### config.mk
export PLATFORM = sky130hd
export DESIGN_NAME = set_ua_link_handshake_unit
export DESIGN_NICKNAME = d
export VERILOG_FILES = /design/src/hw/rtl/sua_pkg.sv /design/src/hw/rtl/sua_rx_match.sv /design/src/hw/rtl/set_ua_link_handshake_unit.sv
export SDC_FILE = /design/constraint.sdc
export NUM_CORES = 1
export LEC_CHECK = 0
export BUFFER_PORTS_ARGS = -buffer_cell sky130_fd_sc_hd__buf_2
export CAP_MARGIN = 20
export CORE_ASPECT_RATIO = 2
export CORE_UTILIZATION = 45
export DETAILED_ROUTE_END_ITERATION = 10
export PLACE_DENSITY = 0.74
export SKIP_LAST_GASP = 1
export SYNTH_ARGS = -nofsm -noshare
export SYNTH_HDL_FRONTEND = slang
export SYNTH_HIERARCHICAL = 1
export SYNTH_SLANG_ARGS = --single-unit
### constraint.sdc
create_clock -name aclk -period 4.5 [get_ports aclk]
set_clock_uncertainty 0.05 [all_clocks]
set_input_delay 0.675 -clock aclk [delete_from_list [all_inputs] [get_ports aclk]]
set_output_delay 0.675 -clock aclk [all_outputs]
set_load 0.01 [all_outputs]
### src/hw/rtl/sua_pkg.sv
// shared types, codes and constants of the set/ua link handshake block
`timescale 1ns / 1ps

package sua_pkg;

    // frame delimiter
    localparam logic [7:0] FLAG_BYTE = 8'h7e;

    // number of bytes in a set frame and index of its closing flag
    localparam int unsigned FRAME_BYTES = 5;
    localparam logic [2:0]  BEAT_LAST   = 3'(FRAME_BYTES - 1);

    // request kinds on the input channel
    localparam logic [1:0] ACT_START = 2'd0;
    localparam logic [1:0] ACT_BYTE  = 2'd1;
    localparam logic [1:0] ACT_TICK  = 2'd2;

    // reported link status
    localparam logic [1:0] STAT_WAIT = 2'd0;
    localparam logic [1:0] STAT_DONE = 2'd1;
    localparam logic [1:0] STAT_FAIL = 2'd2;

    // register indexes on the configuration port
    localparam logic [2:0] REG_TIMEOUT  = 3'd0;
    localparam logic [2:0] REG_MAXTRIES = 3'd1;
    localparam logic [2:0] REG_ADDRESS  = 3'd2;
    localparam logic [2:0] REG_SETCTRL  = 3'd3;
    localparam logic [2:0] REG_UACTRL   = 3'd4;

    // register reset values
    localparam logic [15:0] RST_TIMEOUT  = 16'd2;
    localparam logic [3:0]  RST_MAXTRIES = 4'd3;
    localparam logic [7:0]  RST_ADDRESS  = 8'd3;
    localparam logic [7:0]  RST_SETCTRL  = 8'd3;
    localparam logic [7:0]  RST_UACTRL   = 8'd7;

    // handshake mode
    typedef enum logic [3:0] {
        MODE_IDLE = 4'b0001,
        MODE_WAIT = 4'b0010,
        MODE_DONE = 4'b0100,
        MODE_FAIL = 4'b1000
    } link_mode_t;

    // ua frame recognizer state
    typedef enum logic [4:0] {
        FS_START = 5'b00001,
        FS_FLAG  = 5'b00010,
        FS_ADDR  = 5'b00100,
        FS_CTRL  = 5'b01000,
        FS_CHECK = 5'b10000
    } frame_state_t;

    // recognizer step result
    typedef struct packed {
        frame_state_t next_state;
        logic         complete;
    } match_res_t;

endpackage

### src/hw/rtl/sua_rx_match.sv
// ua frame recognizer: one received byte advances the frame state
`timescale 1ns / 1ps

module sua_rx_match (
    input  sua_pkg::frame_state_t frame_state,
    input  logic [7:0]            rx_byte,
    input  logic [7:0]            address_byte,
    input  logic [7:0]            ua_control,
    output sua_pkg::match_res_t   res
);

    logic [7:0] check_byte;
    logic       is_flag;

    assign check_byte = address_byte ^ ua_control;
    assign is_flag    = (rx_byte == sua_pkg::FLAG_BYTE);

    // match test first, then flag resync, else restart
    always_comb begin
        res.complete   = 1'b0;
        res.next_state = sua_pkg::FS_START;
        case (frame_state)
            sua_pkg::FS_START: begin
                if (is_flag) res.next_state = sua_pkg::FS_FLAG;
            end
            sua_pkg::FS_FLAG: begin
                if (rx_byte == address_byte) res.next_state = sua_pkg::FS_ADDR;
                else if (is_flag)            res.next_state = sua_pkg::FS_FLAG;
            end
            sua_pkg::FS_ADDR: begin
                if (rx_byte == ua_control) res.next_state = sua_pkg::FS_CTRL;
                else if (is_flag)          res.next_state = sua_pkg::FS_FLAG;
            end
            sua_pkg::FS_CTRL: begin
                if (rx_byte == check_byte) res.next_state = sua_pkg::FS_CHECK;
                else if (is_flag)          res.next_state = sua_pkg::FS_FLAG;
            end
            sua_pkg::FS_CHECK: begin
                res.complete = is_flag;
            end
            default: begin
                res.next_state = sua_pkg::FS_START;
            end
        endcase
    end

endmodule

### src/hw/rtl/set_ua_link_handshake_unit.sv
// top level of the set/ua link handshake block, transmitter side
//
// channel   dir  handshake              payload
// s_        in   s_tvalid / s_tready    s_tuser action, s_tdata rx_byte
// m_        out  m_tvalid / m_tready    m_tdata tx_byte,tx_valid,link_status; m_tlast
// apb       in   psel,penable,pwrite    paddr, pwdata, prdata (pready tied high)
//
// a request is handled in the cycle it is accepted; its results sit in the output register
// a start or a retrying timeout gives five beats, one per cycle; anything else gives one beat
// a new request is taken in the cycle the last beat of the previous one leaves, so single-beat
// requests run at one per cycle with m_tready high; a frame holds the input to its last beat
// m_tready low holds the output register and stalls the input side
// reset (aresetn low, synchronous) sets idle mode and the register defaults
`timescale 1ns / 1ps

module set_ua_link_handshake_unit (
    input  logic        aclk,
    input  logic        aresetn,
    // input channel
    input  logic        s_tvalid,
    output logic        s_tready,
    input  logic [7:0]  s_tdata,   // [7:0] rx_byte
    input  logic [1:0]  s_tuser,   // [1:0] action
    // result channel
    output logic        m_tvalid,
    input  logic        m_tready,
    output logic [15:0] m_tdata,   // [7:0] tx_byte, [8] tx_valid, [10:9] link_status, zero fill
    output logic        m_tlast,
    // configuration port
    input  logic        psel,
    input  logic        penable,
    input  logic        pwrite,
    input  logic [4:0]  paddr,
    input  logic [31:0] pwdata,
    output logic [31:0] prdata,
    output logic        pready
);

    // configuration registers
    logic [15:0] timeout_ticks_reg;
    logic [3:0]  try_limit_reg;
    logic [7:0]  address_byte_reg;
    logic [7:0]  set_control_reg;
    logic [7:0]  ua_control_reg;

    // handshake state
    sua_pkg::link_mode_t   mode_reg, mode_next;
    sua_pkg::frame_state_t frame_reg, frame_next;
    logic [15:0]           timer_reg, timer_next;
    logic [3:0]            tries_reg, tries_next;

    // output register
    logic       out_valid_reg;
    logic       is_frame_reg, is_frame_next;
    logic [2:0] beat_reg;
    logic [7:0] addr_reg;
    logic [7:0] ctrl_reg;
    logic [1:0] status_reg, status_next;

    logic                 in_fire;
    logic                 out_fire;
    logic                 last_beat;
    logic                 cfg_write;
    logic [2:0]           cfg_index;
    logic [15:0]          timer_inc;
    logic [7:0]           tx_byte;
    sua_pkg::match_res_t  match;

    // configuration write and read
    assign pready    = 1'b1;
    assign cfg_index = paddr[4:2];
    assign cfg_write = psel && penable && pwrite;

    always_ff @(posedge aclk) begin
        if (!aresetn) begin
            timeout_ticks_reg <= sua_pkg::RST_TIMEOUT;
            try_limit_reg     <= sua_pkg::RST_MAXTRIES;
            address_byte_reg  <= sua_pkg::RST_ADDRESS;
            set_control_reg   <= sua_pkg::RST_SETCTRL;
            ua_control_reg    <= sua_pkg::RST_UACTRL;
        end else if (cfg_write) begin
            case (cfg_index)
                sua_pkg::REG_TIMEOUT:  timeout_ticks_reg <= pwdata[15:0];
                sua_pkg::REG_MAXTRIES: try_limit_reg     <= pwdata[3:0];
                sua_pkg::REG_ADDRESS:  address_byte_reg  <= pwdata[7:0];
                sua_pkg::REG_SETCTRL:  set_control_reg   <= pwdata[7:0];
                sua_pkg::REG_UACTRL:   ua_control_reg    <= pwdata[7:0];
                default: ;
            endcase
        end
    end

    always_comb begin
        case (cfg_index)
            sua_pkg::REG_TIMEOUT:  prdata = {16'd0, timeout_ticks_reg};
            sua_pkg::REG_MAXTRIES: prdata = {28'd0, try_limit_reg};
            sua_pkg::REG_ADDRESS:  prdata = {24'd0, address_byte_reg};
            sua_pkg::REG_SETCTRL:  prdata = {24'd0, set_control_reg};
            sua_pkg::REG_UACTRL:   prdata = {24'd0, ua_control_reg};
            default:               prdata = 32'd0;
        endcase
    end

    // handshakes
    assign last_beat = !is_frame_reg || (beat_reg == sua_pkg::BEAT_LAST);
    assign out_fire  = out_valid_reg && m_tready;
    assign s_tready  = aresetn && (!out_valid_reg || (m_tready && last_beat));
    assign in_fire   = s_tvalid && s_tready;

    // recognizer step for a received byte
    sua_rx_match u_match (
        .frame_state  (frame_reg),
        .rx_byte      (s_tdata),
        .address_byte (address_byte_reg),
        .ua_control   (ua_control_reg),
        .res          (match)
    );

    assign timer_inc = timer_reg + 16'd1;

    // next handshake state for the request at the input
    always_comb begin
        mode_next     = mode_reg;
        frame_next    = frame_reg;
        timer_next    = timer_reg;
        tries_next    = tries_reg;
        is_frame_next = 1'b0;
        case (s_tuser)
            sua_pkg::ACT_START: begin
                is_frame_next = 1'b1;
            end
            sua_pkg::ACT_BYTE: begin
                if (mode_reg == sua_pkg::MODE_WAIT) begin
                    frame_next = match.next_state;
                    if (match.complete) begin
                        mode_next  = sua_pkg::MODE_DONE;
                        timer_next = 16'd0;
                    end
                end
            end
            sua_pkg::ACT_TICK: begin
                if (mode_reg == sua_pkg::MODE_WAIT) begin
                    timer_next = timer_inc;
                    if (timer_inc >= timeout_ticks_reg) begin
                        if (tries_reg >= try_limit_reg) begin
                            mode_next  = sua_pkg::MODE_FAIL;
                            frame_next = sua_pkg::FS_START;
                            timer_next = 16'd0;
                        end else begin
                            is_frame_next = 1'b1;
                        end
                    end
                end
            end
            default: ;
        endcase
        // sending set restarts the attempt
        if (is_frame_next) begin
            mode_next  = sua_pkg::MODE_WAIT;
            frame_next = sua_pkg::FS_START;
            timer_next = 16'd0;
            tries_next = (s_tuser == sua_pkg::ACT_START) ? 4'd1 : (tries_reg + 4'd1);
        end
    end

    // status after the request
    always_comb begin
        case (mode_next)
            sua_pkg::MODE_DONE: status_next = sua_pkg::STAT_DONE;
            sua_pkg::MODE_FAIL: status_next = sua_pkg::STAT_FAIL;
            default:            status_next = sua_pkg::STAT_WAIT;
        endcase
    end

    // state registers
    always_ff @(posedge aclk) begin
        if (!aresetn) begin
            mode_reg  <= sua_pkg::MODE_IDLE;
            frame_reg <= sua_pkg::FS_START;
            timer_reg <= 16'd0;
            tries_reg <= 4'd0;
        end else if (in_fire) begin
            mode_reg  <= mode_next;
            frame_reg <= frame_next;
            timer_reg <= timer_next;
            tries_reg <= tries_next;
        end
    end

    // output register control
    always_ff @(posedge aclk) begin
        if (!aresetn) begin
            out_valid_reg <= 1'b0;
            beat_reg      <= 3'd0;
            is_frame_reg  <= 1'b0;
        end else if (in_fire) begin
            out_valid_reg <= 1'b1;
            beat_reg      <= 3'd0;
            is_frame_reg  <= is_frame_next;
        end else if (out_fire) begin
            if (last_beat) begin
                out_valid_reg <= 1'b0;
            end else begin
                beat_reg <= beat_reg + 3'd1;
            end
        end
    end

    // output register payload
    always_ff @(posedge aclk) begin
        if (in_fire) begin
            addr_reg   <= address_byte_reg;
            ctrl_reg   <= set_control_reg;
            status_reg <= status_next;
        end
    end

    // set frame byte for the current beat
    always_comb begin
        case (beat_reg)
            3'd1:    tx_byte = addr_reg;
            3'd2:    tx_byte = ctrl_reg;
            3'd3:    tx_byte = addr_reg ^ ctrl_reg;
            default: tx_byte = sua_pkg::FLAG_BYTE;
        endcase
    end

    assign m_tvalid = out_valid_reg;
    assign m_tlast  = last_beat;
    assign m_tdata  = {5'd0, status_reg, is_frame_reg, (is_frame_reg ? tx_byte : 8'd0)};

`ifndef SYNTH
    // beat counter stays within the frame
    assert property (@(posedge aclk) disable iff (!aresetn)
        out_valid_reg |-> (beat_reg <= sua_pkg::BEAT_LAST))
        else $error("beat counter past end of frame");

    // a single-beat result never advances the beat counter
    assert property (@(posedge aclk) disable iff (!aresetn)
        (out_valid_reg && !is_frame_reg) |-> (beat_reg == 3'd0))
        else $error("beat counter moved on a single-beat result");

    // a start request yields a frame from its first byte
    assert property (@(posedge aclk) disable iff (!aresetn)
        (in_fire && (s_tuser == sua_pkg::ACT_START)) |=>
            (out_valid_reg && is_frame_reg && (beat_reg == 3'd0)))
        else $error("start request did not load a set frame");

    // recognizer rests at start outside the waiting mode
    assert property (@(posedge aclk) disable iff (!aresetn)
        (mode_reg != sua_pkg::MODE_WAIT) |-> (frame_reg == sua_pkg::FS_START))
        else $error("recognizer active outside waiting mode");

    // at least one set frame has gone out while waiting
    assert property (@(posedge aclk) disable iff (!aresetn)
        (mode_reg == sua_pkg::MODE_WAIT) |-> (tries_reg != 4'd0))
        else $error("waiting without a set frame sent");
`endif

endmodule

### Word-level counts from Yosys, hierarchy flattened

Cells that the tools add are included.

| storage, ports and cells | value |
|---|---|
| flip-flop bits (word level) | 96 |
| input port bits | 54 |
| output and inout bits | 52 |
| word-level logic and storage cells | 115 |

| operators by class | value |
|---|---|
| $add $sub $neg | 3 |
| $lt $le $gt $ge | 2 |
| eq/ne operators | 27 |
| multiplexer cells | 38 |
| bitwise operators | 4 |
| reductions and logical operators | 26 |

Operators by type and width:

| operator | count |
|---|---|
| 16-bit 2-to-1 mux | 6 |
| 16-bit one-hot mux with 5 select lines | 1 |
| 5-bit 2-to-1 mux | 8 |
| 16-bit one-hot mux with 2 select lines | 1 |
| 4-bit 2-to-1 mux | 7 |
| 8-bit == test | 3 |
| 8-bit one-hot mux with 3 select lines | 1 |
| 5-bit one-hot mux with 4 select lines | 1 |
| 16-bit by 1-bit adder with 16-bit output, second input constant | 1 |
| 16-bit >= comparator | 1 |
| 2-bit AND reduction | 8 |
| 8-bit XOR | 2 |
| 3-bit != test, second input constant | 5 |
| 3-bit by 2-bit == test with 1-bit output, second input constant | 4 |
| 5-bit one-hot mux with 2 select lines | 1 |
| 8-bit by 7-bit == test with 1-bit output, second input constant | 1 |
| 8-bit 2-to-1 mux | 1 |
| 4-bit one-hot mux with 2 select lines | 1 |
| 1-bit 2-to-1 mux | 7 |
| 3-bit by 1-bit == test with 1-bit output, second input constant | 2 |
| 3-bit == test, second input constant | 2 |
| 1-bit logical AND | 6 |
| 6-bit AND reduction | 1 |
| 5-bit by 1-bit == test with 1-bit output, second input constant | 1 |
| other kinds (24) | 28 |

### Longest topological paths before layout

Gate-level depths: netlist of the first run.

| depth | value |
|---|---|
| depth after elaboration | 8 |
| gate-level depth with buffers | 14 |
| depth with buffers taken out | 12 |

### Hierarchy

Netlist of the first run, hierarchy kept.

By module, submodules not included:

| module | times used | cells an instance | area an instance (µm²) |
|---|---|---|---|
| set_ua_link_handshake_unit | 1 | 624 | 5514.0 |
| sua_rx_match | 1 | 62 | 519.2 |

### Worst setup path after synthesis of the first run

OpenSTA, ideal clock, no wires.

| path | value |
|---|---|
| kind | register to register |
| from | reg timer_reg[0] |
| to | reg status_reg[0], data pin |
| setup time | 0.266 ns |
| arrival time | 3.196 ns |
| required time | 4.184 ns |
| setup slack | 0.988 ns |
| cell stages (with the launch flop) | 13 |
| path buffers | 0 |
| period minus slack after synthesis | 3.512 ns |
| cells stage by stage | dfxtp_1 ha_1 nand3_1 nor3_1 nand3_1 xnor2_1 ha_1 nand4_1 or3_4 o211a_2 a211oi_2 a32oi_1 nor4b_2 |

| on the way | value |
|---|---|
| word-level cells in the longest chain between the ends | 8 |

RTL lines:

| item | RTL line | RTL |
|---|---|---|
| start: declaration | set_ua_link_handshake_unit.sv:49 | `logic [15:0] timer_reg, timer_next;` |
| start signal: assignment | set_ua_link_handshake_unit.sv:185 | `timer_reg <= timer_next;` |
| 16-bit by 1-bit adder with 16-bit output * | set_ua_link_handshake_unit.sv:119 | `assign timer_inc = timer_reg + 16'd1;` |
| 16-bit >= comparator * | set_ua_link_handshake_unit.sv:144 | `if (timer_inc >= timeout_ticks_reg) begin` |
| 4-bit 2-to-1 mux / 1-bit 2-to-1 mux (equally long branches) | set_ua_link_handshake_unit.sv:144 |  |
| 4-bit 2-to-1 mux / 1-bit 2-to-1 mux (equally long branches) | set_ua_link_handshake_unit.sv:142 | `if (mode_reg == sua_pkg::MODE_WAIT) begin` |
| 4-bit one-hot mux with 2 select lines / 1-bit one-hot mux with 2 select lines (equally long branches) | set_ua_link_handshake_unit.sv:128 | `case (s_tuser)` |
| 4-bit 2-to-1 mux * | set_ua_link_handshake_unit.sv:158 | `if (is_frame_next) begin` |
| 4-bit == test / 4-bit by 3-bit == test with 1-bit output (equally long branches) | set_ua_link_handshake_unit.sv:168 | `case (mode_next)` |
| 2-bit one-hot mux with 2 select lines * | set_ua_link_handshake_unit.sv:168 |  |
| via status_next[0] | set_ua_link_handshake_unit.sv:58 | `logic [1:0] status_reg, status_next;` |
| end signal: assignment | set_ua_link_handshake_unit.sv:214 | `status_reg <= status_next;` |
| end: declaration | set_ua_link_handshake_unit.sv:58 |  |

Mark *: on every way through the listed nets, which the timed path passes. The rest lies on a longest branch.
A chain may end at the register's enable or synchronous reset.

### Final worst setup path of the first run

| path | value |
|---|---|
| from | reg timer_reg[0] |
| to | reg timer_reg[2] |

| on the way | value |
|---|---|
| word-level cells in the longest chain between the ends | 7 |

RTL lines:

| item | RTL line |
|---|---|
| 16-bit by 1-bit adder with 16-bit output * | set_ua_link_handshake_unit.sv:119 |
| 16-bit >= comparator | set_ua_link_handshake_unit.sv:144 |
| 1-bit 2-to-1 mux | set_ua_link_handshake_unit.sv:144 |
| 1-bit 2-to-1 mux | set_ua_link_handshake_unit.sv:142 |
| 1-bit one-hot mux with 2 select lines | set_ua_link_handshake_unit.sv:128 |
| 3-bit != test (no source line) / 3-bit nonzero test (equally long branches) | -- |
| 5-bit AND reduction (no source line) | -- |

Every way passes the cells marked *; elsewhere a longest branch is shown, timed or not. The select of a mux whose other input is x is not followed.

==> flow_summary.json, run 1 <==
{
  "outcome": "finished with violations",
  "violations": "design-rule violations",
  "power_per_cell_area_nw_per_um2": 270,
  "worst_ir_drop_vdd_mv": 0.215,
  "gate_family_responsible_for_the_most_delay_along_the_worst_path": "compound AO/OA/AOI/OAI gates",
  "worst_case_reg_to_reg_path_depth": 13,
  "setup-violations-final": 0,
  "place_inst": 877,
  "endpoint_kind": "flip-flop",
  "syn_area_per_cell_um2": 8.79,
  "via_count": 5131,
  "netlist.top_cell.by_area": "sky130_fd_sc_hd__dfxtp_1",
  "capture_point_of_the_critical_path": "timer_reg[2]",
  "antennaDiodeCount": 0,
  "rr_endpoint": "timer_reg[2]",
  "period_share": 0.890,
  "critical_path_arrival_ps": 4210,
  "post_synthesis_sequential_area_ratio": 0.348,
  "cts-hold-fix-buffers": 0,
  "grt_start_max_net_pins": 35,
  "nNetsFinal": 820,
  "ios": 106,
  "yosysWarnings": 6,
  "grt_overflow_total": 0,
  "drcViolationCount": 22,
  "path_clk_slew_ps": 70,
  "fp.dieArea_um2": 13900,
  "clk_path_buf_depth": 2,
  "setup_slack_of_the_most_critical_reg_to_reg_path_ps": 500,
  "timing.hold.worst.class": "reg -> reg",
  "die_width_um": 83.9,
  "grt_pass1_wl_mm": 24.0,
  "postSynthRegisterBits": 96,
  "r2r_start": "timer_reg[0]",
  "relSlewSlack": 0.309,
  "static-leakage-power_nw": 2.79,
  "finalPower_mw": 1.80,
  "hold_viol": 0,
  "first_global_vias": 4958,
  "dp_hpwl_mm": 11.5,
  "io_buffers": 65,
  "drt-initial-drc-count": 367,
  "final_layout_size_suffix_gt1_frac": 0.151,
  "finalWirelength_mm": 14.7,
  "critical_path.cell_chain": "ha_1 > nand3_1 > nor3_1 > buf_4 > nand3_1 > xnor2_1 > ha_1 > nand2_1 > a2bb2oi_1 > o311a_1 > a21o_1 > o21ai_2 > o32ai_1",
  "cts-resized-gates": 0,
  "drt-vias-per-instance": 5.75,
  "floorplan.die.height_um": 166,
  "synth_async_sr_flop_share": 0,
  "finalCriticalPeriod_ps": 4000,
  "cts_buffers": 9,
  "worstPathBufferInverterCount": 1,
  "synth_cell_type_count": 73,
  "initial_utilization": 0.462,
  "synthToLayoutAreaGrowth_pct": 10.8,
  "routabilityCongestion": 0.903,
  "highest_net_fanout_along_the_worst_path": 19,
  "post_cts_buffers": 0,
  "tritoncts_num_sinks": 96,
  "drtPass1Iterations": 8,
  "place_worst_setup_slack_ps": 528,
  "grt_antenna_before_repair": 0,
  "fin_area_um2": 6680,
  "cp-startpoint": "timer_reg[0]",
  "syn_area_um2": 6030,
  "postPlaceCellArea_um2": 6390,
  "timing.critical_path.slowest_stage_cell": "sky130_fd_sc_hd__a21o_1",
  "final-max-slew-violation-count": 0,
  "clk-insertion-delay-late_ps": 350,
  "cts_root_buf": "sky130_fd_sc_hd__clkbuf_16",
  "placement_rows": 59,
  "synth_top_flop_cell": "sky130_fd_sc_hd__dfxtp_1",
  "grt_use_total": 0.218,
  "max_slew.worst_pin.slew_ps": 1030,
  "ant_nets": 0,
  "required_ps": 4710,
  "core_region_area_um2": 13100,
  "post_synth_edffs": 18,
  "timing.critical_path.from_type": "flip-flop",
  "synthesis.instances": 686,
  "htree_levels": 3,
  "fin_ws_ps": 496,
  "yosysTopAreaCellShare": 0.259,
  "crit_type": "reg -> reg",
  "cts_tree": "done",
  "maxCapViolCount": 0,
  "tns_ps": 0,
  "finalNonFillerCells": 893,
  "fmaxAchievable_mhz": 250,
  "synth_area_leaders": "sky130_fd_sc_hd__dfxtp_1, sky130_fd_sc_hd__edfxtp_1, sky130_fd_sc_hd__ha_1",
  "rsz0062_at_grt": "false",
  "drt-wirelength-per-cell_um": 16.5,
  "cp_num_cells": 13,
  "critPathMaxStageDelay_ps": 550
}
[how the worst min path moves through the flow]
stage / startpoint / to / slack [ps] / cells past startpoint
after floorplan: set_control_reg[0] / ctrl_reg[0] / 370 / 0
after global placement: set_control_reg[3] / ctrl_reg[3] / 390 / 0
after detailed placement: set_control_reg[2] / ctrl_reg[2] / 390 / 0
after CTS: set_control_reg[0] / ctrl_reg[0] / 410 / 0
after global routing: set_control_reg[1] / ctrl_reg[1] / 430 / 0
final: set_control_reg[0] / ctrl_reg[0] / 420 / 0
[placed cells by master (no fill, tap or decap), types with 4 or more instances in the layout]
master and instances:
sky130_fd_sc_hd__mux2i_1 35, sky130_fd_sc_hd__mux2_2 4, sky130_fd_sc_hd__inv_1 36, sky130_fd_sc_hd__and3_1 8, sky130_fd_sc_hd__nor4_1 6, sky130_fd_sc_hd__nand2_1 77
sky130_fd_sc_hd__edfxtp_1 18, sky130_fd_sc_hd__nand4_1 4, sky130_fd_sc_hd__xor2_1 27, sky130_fd_sc_hd__a211o_1 4, sky130_fd_sc_hd__or3_1 6, sky130_fd_sc_hd__conb_1 22
sky130_fd_sc_hd__o211ai_1 15, sky130_fd_sc_hd__and2_1 13, sky130_fd_sc_hd__a221oi_1 6, sky130_fd_sc_hd__buf_2 65, sky130_fd_sc_hd__nand3b_1 6, sky130_fd_sc_hd__o22ai_1 10
sky130_fd_sc_hd__xnor3_1 6, sky130_fd_sc_hd__o21ai_0 12, sky130_fd_sc_hd__or4b_1 4, sky130_fd_sc_hd__o21ai_1 5, sky130_fd_sc_hd__xnor2_1 14, sky130_fd_sc_hd__a21oi_1 47
sky130_fd_sc_hd__a22oi_1 16, sky130_fd_sc_hd__nor2b_1 8, sky130_fd_sc_hd__clkbuf_16 9, sky130_fd_sc_hd__a21boi_0 6, sky130_fd_sc_hd__nor3_1 7, sky130_fd_sc_hd__ha_1 30
sky130_fd_sc_hd__dfxtp_1 78, sky130_fd_sc_hd__nor2_1 40, sky130_fd_sc_hd__buf_4 10, sky130_fd_sc_hd__nand2b_1 4, sky130_fd_sc_hd__nand3_1 27
[layout make-up]
cell class | count | area [um^2]
clock buffers | 9 | 225
clock inverters | 7 | 66.3
repair buffers | 75 | 400
fillers | 1230 | 6380
flip-flops and latches | 96 | 2100
multi-input cells | 517 | 3560
inverters | 37 | 139
well taps | 152 | 190
[Yosys cell counts (5+ instances only)]
master                     number
sky130_fd_sc_hd__a21boi_0       6
sky130_fd_sc_hd__a21oi_1       47
sky130_fd_sc_hd__a221oi_1       6
sky130_fd_sc_hd__a22oi_1       16
sky130_fd_sc_hd__and2_1        13
sky130_fd_sc_hd__and3_1         8
sky130_fd_sc_hd__buf_4         23
sky130_fd_sc_hd__clkbuf_1      26
sky130_fd_sc_hd__dfxtp_1       78
sky130_fd_sc_hd__edfxtp_1      18
sky130_fd_sc_hd__ha_1          30
sky130_fd_sc_hd__inv_1         36
sky130_fd_sc_hd__mux2i_1       35
sky130_fd_sc_hd__nand2_1       77
sky130_fd_sc_hd__nand3_1       27
sky130_fd_sc_hd__nand3b_1       6
sky130_fd_sc_hd__nor2_1        40
sky130_fd_sc_hd__nor2b_1        8
sky130_fd_sc_hd__nor3_1         7
sky130_fd_sc_hd__nor4_1         6
sky130_fd_sc_hd__o211ai_1      15
sky130_fd_sc_hd__o21ai_0       12
sky130_fd_sc_hd__o21ai_1        5
sky130_fd_sc_hd__o22ai_1       10
sky130_fd_sc_hd__or3_1          6
sky130_fd_sc_hd__xnor2_1       14
sky130_fd_sc_hd__xnor3_1        6
sky130_fd_sc_hd__xor2_1        27
[power breakdown]
part	internal [mW]	total [mW]	switching, mW
registers	0.884	0.893	0.00925
logic	0.0590	0.164	0.105
clock network	0.387	0.744	0.356
total	1.33	1.80	0.470
[routing by layer]
layer  up-vias  routed length, um  GRT usage
li1       2512                  -          -
met1      2428               5160      0.210
met2       145               8160      0.421
met3        46                449     0.0288
met4         0                932      0.143
met5         -                  0          0
[cells by family after synthesis]
family          after synthesis  synth area share
flops                        96             0.348
mux                          39            0.0655
xor+xnor                     47            0.0819
fa+ha+maj                    30            0.0622
simple gates                222             0.185
buf+inv                      93            0.0740
compound gates              157             0.181
other cells                   2           0.00124
[metrics by stage]
step | hold WS [ps] | util
floorplan | 374 | -
global placement | 389 | 0.489
detailed placement | 392 | 0.489
CTS | 410 | 0.511
global route | 430 | 0.511
finish | 416 | 0.511
Note: power is estimated with default switching activity, not from simulation.
==> run 2, diff against run 1 <==
--- a/config.mk
+++ b/config.mk
@@ -10,9 +10,8 @@
 export CORE_ASPECT_RATIO = 2
 export CORE_UTILIZATION = 45
 export DETAILED_ROUTE_END_ITERATION = 10
-export PLACE_DENSITY = 0.74
+export PLACE_DENSITY = 0.75
 export SKIP_LAST_GASP = 1
 export SYNTH_ARGS = -nofsm -noshare
 export SYNTH_HDL_FRONTEND = slang
-export SYNTH_HIERARCHICAL = 1
 export SYNTH_SLANG_ARGS = --single-unit
==> run 2 against run 1 <==
The flow now finishes without violations. Hold slack better by 1.4 ps. Combinational power is 4% lower. Maximum frequency is 4.6% lower. Clock-buffer cell count stayed put. Core utilization is 0.30 points higher. Synthesized cell count is 1.9% higher. Design area is 0.54% lower. Non-clock buffer count is 6 higher. Sequential power hardly changed. Synthesized area is 1.9% lower. Highest routed layer unchanged.
==> flow_summary.json, run 2 <==
{
  "r2r_start": "timer_reg[2]",
  "postSynthRegisterBits": 96,
  "cp_num_cells": 14,
  "io_buffers": 65,
  "ios": 106,
  "finalWirelength_mm": 14.3,
  "synth_async_sr_flop_share": 0,
  "placement_rows": 59,
  "htree_levels": 3,
  "setup-violations-final": 0,
  "grt_overflow_total": 0,
  "synthMostInstantiatedCell": "sky130_fd_sc_hd__nand2_1",
  "routabilityCongestion": 0.903,
  "initial_utilization": 0.458,
  "critPathMaxStageDelay_ps": 550,
  "required_ps": 4710,
  "power_per_cell_area_nw_per_um2": 273,
  "static-leakage-power_nw": 2.73,
  "final_layout_size_suffix_gt1_frac": 0.158,
  "final-max-slew-violation-count": 0,
  "clk-insertion-delay-late_ps": 350,
  "synth_area_leaders": "sky130_fd_sc_hd__dfxtp_1, sky130_fd_sc_hd__edfxtp_1, sky130_fd_sc_hd__mux2i_1",
  "post_synth_edffs": 18,
  "worstPathBufferInverterCount": 1,
  "grt_pass1_wl_mm": 23.6,
  "post_synthesis_sequential_area_ratio": 0.355,
  "timing.hold.worst.class": "reg -> reg",
  "cts_buffers": 9,
  "nNetsFinal": 839,
  "synthesis.instances": 699,
  "synthToLayoutAreaGrowth_pct": 12.3,
  "syn_area_um2": 5920,
  "floorplan.die.height_um": 164,
  "timing.critical_path.from_type": "flip-flop",
  "timing.critical_path.slowest_stage_cell": "sky130_fd_sc_hd__or4_1",
  "drcViolationCount": 0,
  "tritoncts_num_sinks": 96,
  "drt-wirelength-per-cell_um": 15.6,
  "maxCapViolCount": 0,
  "synth_cell_type_count": 56,
  "worst_case_reg_to_reg_path_depth": 14,
  "fin_ws_ps": 302,
  "clk_path_buf_depth": 2,
  "grt_start_max_net_pins": 70,
  "path_clk_slew_ps": 70,
  "layout_commonest_cell": "sky130_fd_sc_hd__nand2_1",
  "die_width_um": 83.1,
  "relSlewSlack": 0.290,
  "netlist.top_cell.by_area": "sky130_fd_sc_hd__dfxtp_1",
  "drt-initial-drc-count": 291,
  "outcome": "completed",
  "cts_root_buf": "sky130_fd_sc_hd__clkbuf_16",
  "hp-start": "set_control_reg[2]",
  "crit_type": "reg -> reg",
  "rsz0062_at_grt": "false",
  "yosysTopAreaCellShare": 0.264,
  "fp.dieArea_um2": 13600,
  "grt_antenna_before_repair": 1,
  "cts-hold-fix-buffers": 0,
  "worst_ir_drop_vdd_mv": 0.192,
  "place_worst_setup_slack_ps": 172,
  "yosysWarnings": 0,
  "endpoint_kind": "flip-flop",
  "gate_family_responsible_for_the_most_delay_along_the_worst_path": "simple AND/OR/NAND/NOR gates",
  "tns_ps": 0,
  "min_path_cells": 0,
  "first_global_vias": 4946,
  "max_slew.worst_pin.slew_ps": 1060,
  "drt-vias-per-instance": 5.63,
  "critical_path_arrival_ps": 4410,
  "dp_hpwl_mm": 11.0,
  "rr_endpoint": "timer_reg[6]",
  "syn_area_per_cell_um2": 8.47,
  "setup_slack_of_the_most_critical_reg_to_reg_path_ps": 300,
  "grt_use_total": 0.216,
  "synth_top_flop_cell": "sky130_fd_sc_hd__dfxtp_1",
  "ant_nets": 0,
  "cts_tree": "done",
  "highest_net_fanout_along_the_worst_path": 9,
  "critical_path.cell_chain": "nand3_1 > nor3_1 > and3_2 > nand4_1 > xnor2_1 > ha_1 > nand4_1 > or4_1 > o32a_2 > a211oi_4 > o31a_1 > buf_4 > nand2_4 > o32ai_1",
  "via_count": 5138,
  "core_region_area_um2": 12900,
  "filler_cell_count": 1222,
  "hold_viol": 0,
  "fmaxAchievable_mhz": 238,
  "layout_common_cells": "sky130_fd_sc_hd__nand2_1, sky130_fd_sc_hd__dfxtp_1, sky130_fd_sc_hd__buf_2, sky130_fd_sc_hd__nor2_1, sky130_fd_sc_hd__mux2i_1",
  "path_common_cell": "sky130_fd_sc_hd__nand4_1",
  "min_delay_worst_endpoint": "ctrl_reg[2]",
  "drtPass1Iterations": 5,
  "finalCriticalPeriod_ps": 4200,
  "synth.cells.most_frequent": "sky130_fd_sc_hd__nand2_1, sky130_fd_sc_hd__dfxtp_1, sky130_fd_sc_hd__nor2_1, sky130_fd_sc_hd__mux2i_1, sky130_fd_sc_hd__a21oi_1",
  "period_share": 0.933
}
==> run 2: changes by cell type after synthesis, moves of 7 or more <==
cell,change
sky130_fd_sc_hd__o21ai_0,+13
sky130_fd_sc_hd__mux2i_1,+7
sky130_fd_sc_hd__xnor2_1,+8
sky130_fd_sc_hd__nor2b_1,+7
sky130_fd_sc_hd__nor3_1,+7
sky130_fd_sc_hd__nor2_1,+8
sky130_fd_sc_hd__a31oi_1,+9
sky130_fd_sc_hd__a22oi_1,-14
sky130_fd_sc_hd__a21boi_0,+21
sky130_fd_sc_hd__xor2_1,-7
sky130_fd_sc_hd__o211ai_1,-10
sky130_fd_sc_hd__a21oi_1,-8
==> run 2: per-stage QoR <==
stage	hold WS, ps	util	total power [mW]	area [um^2]	std cells
2_1_floorplan	379	-	1.03	6000	719
3_3_place_gp	398	0.489	1.07	6320	894
3_5_place_dp	400	0.489	1.07	6320	894
4_1_cts	417	0.512	1.82	6620	910
5_1_grt	436	0.514	1.88	6650	913
6_report	418	0.514	1.81	6650	913
==> run 2: final cells by class <==
type                       count  area [um^2]  area share
antenna                        1         2.50    0.000377
tap                          152          190      0.0286
inverter                      38          143      0.0215
clock inverter                 7         71.3      0.0107
sequential                    96         2100       0.316
timing repair buffer          81          445      0.0670
multi-input combinational    529         3470       0.521
clock buffer                   9          225      0.0339
==> run 2: where the power goes <==
part / switching (mW) / internal (mW)
registers: 0.0106 / 0.884
logic: 0.0998 / 0.0586
clock network: 0.368 / 0.392
total: 0.479 / 1.33
==> run 2: cells by family (layout without fill, tap and decap cells) <==
family,after synthesis,after routing,share of synthesized area
AND/OR/NAND/NOR,250,250,0.210
multiplexers,42,42,0.0710
AO/OA/AOI/OAI,143,143,0.162
other,2,23,0.00127
adder cells (fa/ha/maj),30,30,0.0634
XOR/XNOR,42,42,0.0621
buffers and inverters,94,135,0.0748
flip-flops,96,96,0.355
==> run 2: worst max path at each step <==
stage / start / end
after floorplan: timer_reg[0] / timer_reg[4]
after detailed placement: timer_reg[0] / timer_reg[6]
after CTS: timer_reg[0] / timer_reg[6]
after global routing: timer_reg[2] / timer_reg[5]
final: timer_reg[2] / timer_reg[6]
after global placement: timer_reg[0] / timer_reg[6]
==> run 2: routing by layer <==
layer  global-route usage  share of wire
met2                0.425           0.55
met3               0.0291          0.028
met5                    0              0
met1                0.207           0.36
met4                0.139          0.059
==> run 2: what timing repair did <==
item / 4_1_cts / 5_1_grt
resized for setup: 0 / 6
setup buffers: 0 / 2
endpoints found under the setup margin: 0 / 19
==> run 2: worst register-to-register path: cells and delay by family (launching register included) <==
family | cells | cell delay [ps]
simple gates | 7 | 1720
compound gates | 4 | 1220
flops | 1 | 440
xor+xnor | 1 | 180
buf+inv | 1 | 180
fa+ha+maj | 1 | 320
==> run 3, diff against run 2 <==
--- a/config.mk
+++ b/config.mk
@@ -5,9 +5,10 @@
 export SDC_FILE = /design/constraint.sdc
 export NUM_CORES = 1
 export LEC_CHECK = 0
+export ABC_CLOCK_PERIOD_IN_PS = 4500
 export BUFFER_PORTS_ARGS = -buffer_cell sky130_fd_sc_hd__buf_2
 export CAP_MARGIN = 20
-export CORE_ASPECT_RATIO = 2
+export CORE_ASPECT_RATIO = 1.4
 export CORE_UTILIZATION = 45
 export DETAILED_ROUTE_END_ITERATION = 10
 export PLACE_DENSITY = 0.75
==> run 3 against run 2 <==
Worst setup slack improved by 12 ps. Cell count decreased by 0.11%. Largest cell class unchanged. Total power decreased by 0.12%. Sequential share of layout area about the same. Critical path type unchanged.
==> flow_summary.json, run 3 (synthesis gave the netlist of run 2 again) <==
{
  "layout_commonest_cell": "sky130_fd_sc_hd__nand2_1",
  "worst_ir_drop_vdd_mv": 0.190,
  "initial_utilization": 0.462,
  "finalPower_mw": 1.81,
  "io_buffers": 65,
  "drt-initial-drc-count": 205,
  "routabilityCongestion": 0.870,
  "endpoint_kind": "flip-flop",
  "power_per_cell_area_nw_per_um2": 273,
  "drtPass1Iterations": 5,
  "grt_antenna_before_repair": 0,
  "maxCapViolCount": 0,
  "drcViolationCount": 0,
  "relSlewSlack": 0.371,
  "drt-vias-per-instance": 5.47,
  "setup-violations-final": 0,
  "htree_levels": 3,
  "fmaxAchievable_mhz": 239,
  "final-max-slew-violation-count": 0,
  "finalCriticalPeriod_ps": 4190,
  "finalWirelength_mm": 13.7,
  "timing.hold.worst.class": "reg -> reg",
  "grt_use_total": 0.212,
  "path_clk_slew_ps": 70,
  "static-leakage-power_nw": 2.73,
  "period_share": 0.930,
  "cts_root_buf": "sky130_fd_sc_hd__clkbuf_16",
  "grt_overflow_total": 0,
  "timing.critical_path.from_type": "flip-flop",
  "critical_path_arrival_ps": 4420,
  "antennaDiodeCount": 0,
  "nNetsFinal": 838,
  "tns_ps": 0,
  "grt_start_max_net_pins": 70,
  "via_count": 4986,
  "fin_area_um2": 6630,
  "final_util": 0.518,
  "tritoncts_num_sinks": 96,
  "dp_hpwl_mm": 10.2,
  "core_region_area_um2": 12800,
  "clk_path_buf_depth": 2,
  "cts_buffers": 9,
  "cts-hold-fix-buffers": 0,
  "max_slew.worst_pin.slew_ps": 937,
  "cts_tree": "done",
  "rsz0062_at_grt": "false",
  "outcome": "completed",
  "fp.dieArea_um2": 13600,
  "hold_viol": 0,
  "die_width_um": 98.9,
  "worst_hold_slack_ps": 424,
  "crit_type": "reg -> reg",
  "highest_net_fanout_along_the_worst_path": 8,
  "layout_common_cells": "sky130_fd_sc_hd__nand2_1, sky130_fd_sc_hd__dfxtp_1, sky130_fd_sc_hd__buf_2, sky130_fd_sc_hd__nor2_1, sky130_fd_sc_hd__mux2i_1",
  "required_ps": 4730,
  "final_layout_size_suffix_gt1_frac": 0.153,
  "floorplan.die.height_um": 138,
  "ant_nets": 0,
  "drt-wirelength-per-cell_um": 15.0,
  "first_global_vias": 4727,
  "placement_rows": 49,
  "postPlaceCellArea_um2": 6330,
  "grt_pass1_wl_mm": 22.5,
  "synthToLayoutAreaGrowth_pct": 12.0,
  "ios": 106,
  "clk-insertion-delay-late_ps": 350
}
-- run 3: cell types whose count changed in the layout (fill, tap and decap cells not counted), sizes merged --
cell / delta
inv: -2
clkbuf: +2
buf: -1
diode: -1
-- run 3: critical path, cell delays in order (launching register included) --
cell	delay (ps)
sky130_fd_sc_hd__dfxtp_1	410
sky130_fd_sc_hd__ha_1	210
sky130_fd_sc_hd__nand3_1	150
sky130_fd_sc_hd__nor3_1	270
sky130_fd_sc_hd__and3_2	290
sky130_fd_sc_hd__nand3_1	110
sky130_fd_sc_hd__xnor2_1	180
sky130_fd_sc_hd__ha_1	290
sky130_fd_sc_hd__nand4_1	140
sky130_fd_sc_hd__or4_1	550
sky130_fd_sc_hd__o32a_1	410
sky130_fd_sc_hd__a211oi_4	330
sky130_fd_sc_hd__o31a_1	240
sky130_fd_sc_hd__buf_4	190
sky130_fd_sc_hd__nand4b_1	110
sky130_fd_sc_hd__a21boi_0	170
-- run 3: per-stage QoR --
| stage | instances | worst slack [ps] |
|---|---|---|
| finish | 912 | 314 |
| global route | 912 | 8.30 |
| CTS | 912 | 253 |
| detailed placement | 896 | 304 |
| global placement | 896 | 348 |
| floorplan | 719 | 299 |
-- run 3: cell type report --
cell class / count / area (um^2)
fillers: 1212 / 6180
multi-input cells: 529 / 3470
flip-flops and latches: 96 / 2100
repair buffers: 80 / 438
clock buffers: 11 / 254
well taps: 153 / 191
inverters: 38 / 143
clock inverters: 5 / 38.8
-- run 3: timing repair --
item / 4_1_cts / 5_1_grt
setup endpoints to repair: 0 / 5
gates resized for setup: 0 / 4
setup buffers: 0 / 0
-- run 3: routing by layer --
layer | part of all wire | GRT usage
met2 | 0.52 | 0.387
met5 | 0 | 0
met3 | 0.035 | 0.0279
met4 | 0.031 | 0.111
met1 | 0.42 | 0.240
-- run 3: final timing paths --
path                                     from  cells after the start  slack [ps]            end
worst min register to register  timer_reg[15]                      2         420  timer_reg[15]
worst max register to register   timer_reg[0]                     15         310   timer_reg[8]
worst max-delay path             timer_reg[0]                     15         310   timer_reg[8]
worst min-delay path            timer_reg[15]                      2         420  timer_reg[15]
-- run 3: where the power goes --
part           internal, mW  switching [mW]
logic                0.0591          0.0994
clock network         0.414           0.344
registers             0.885          0.0105
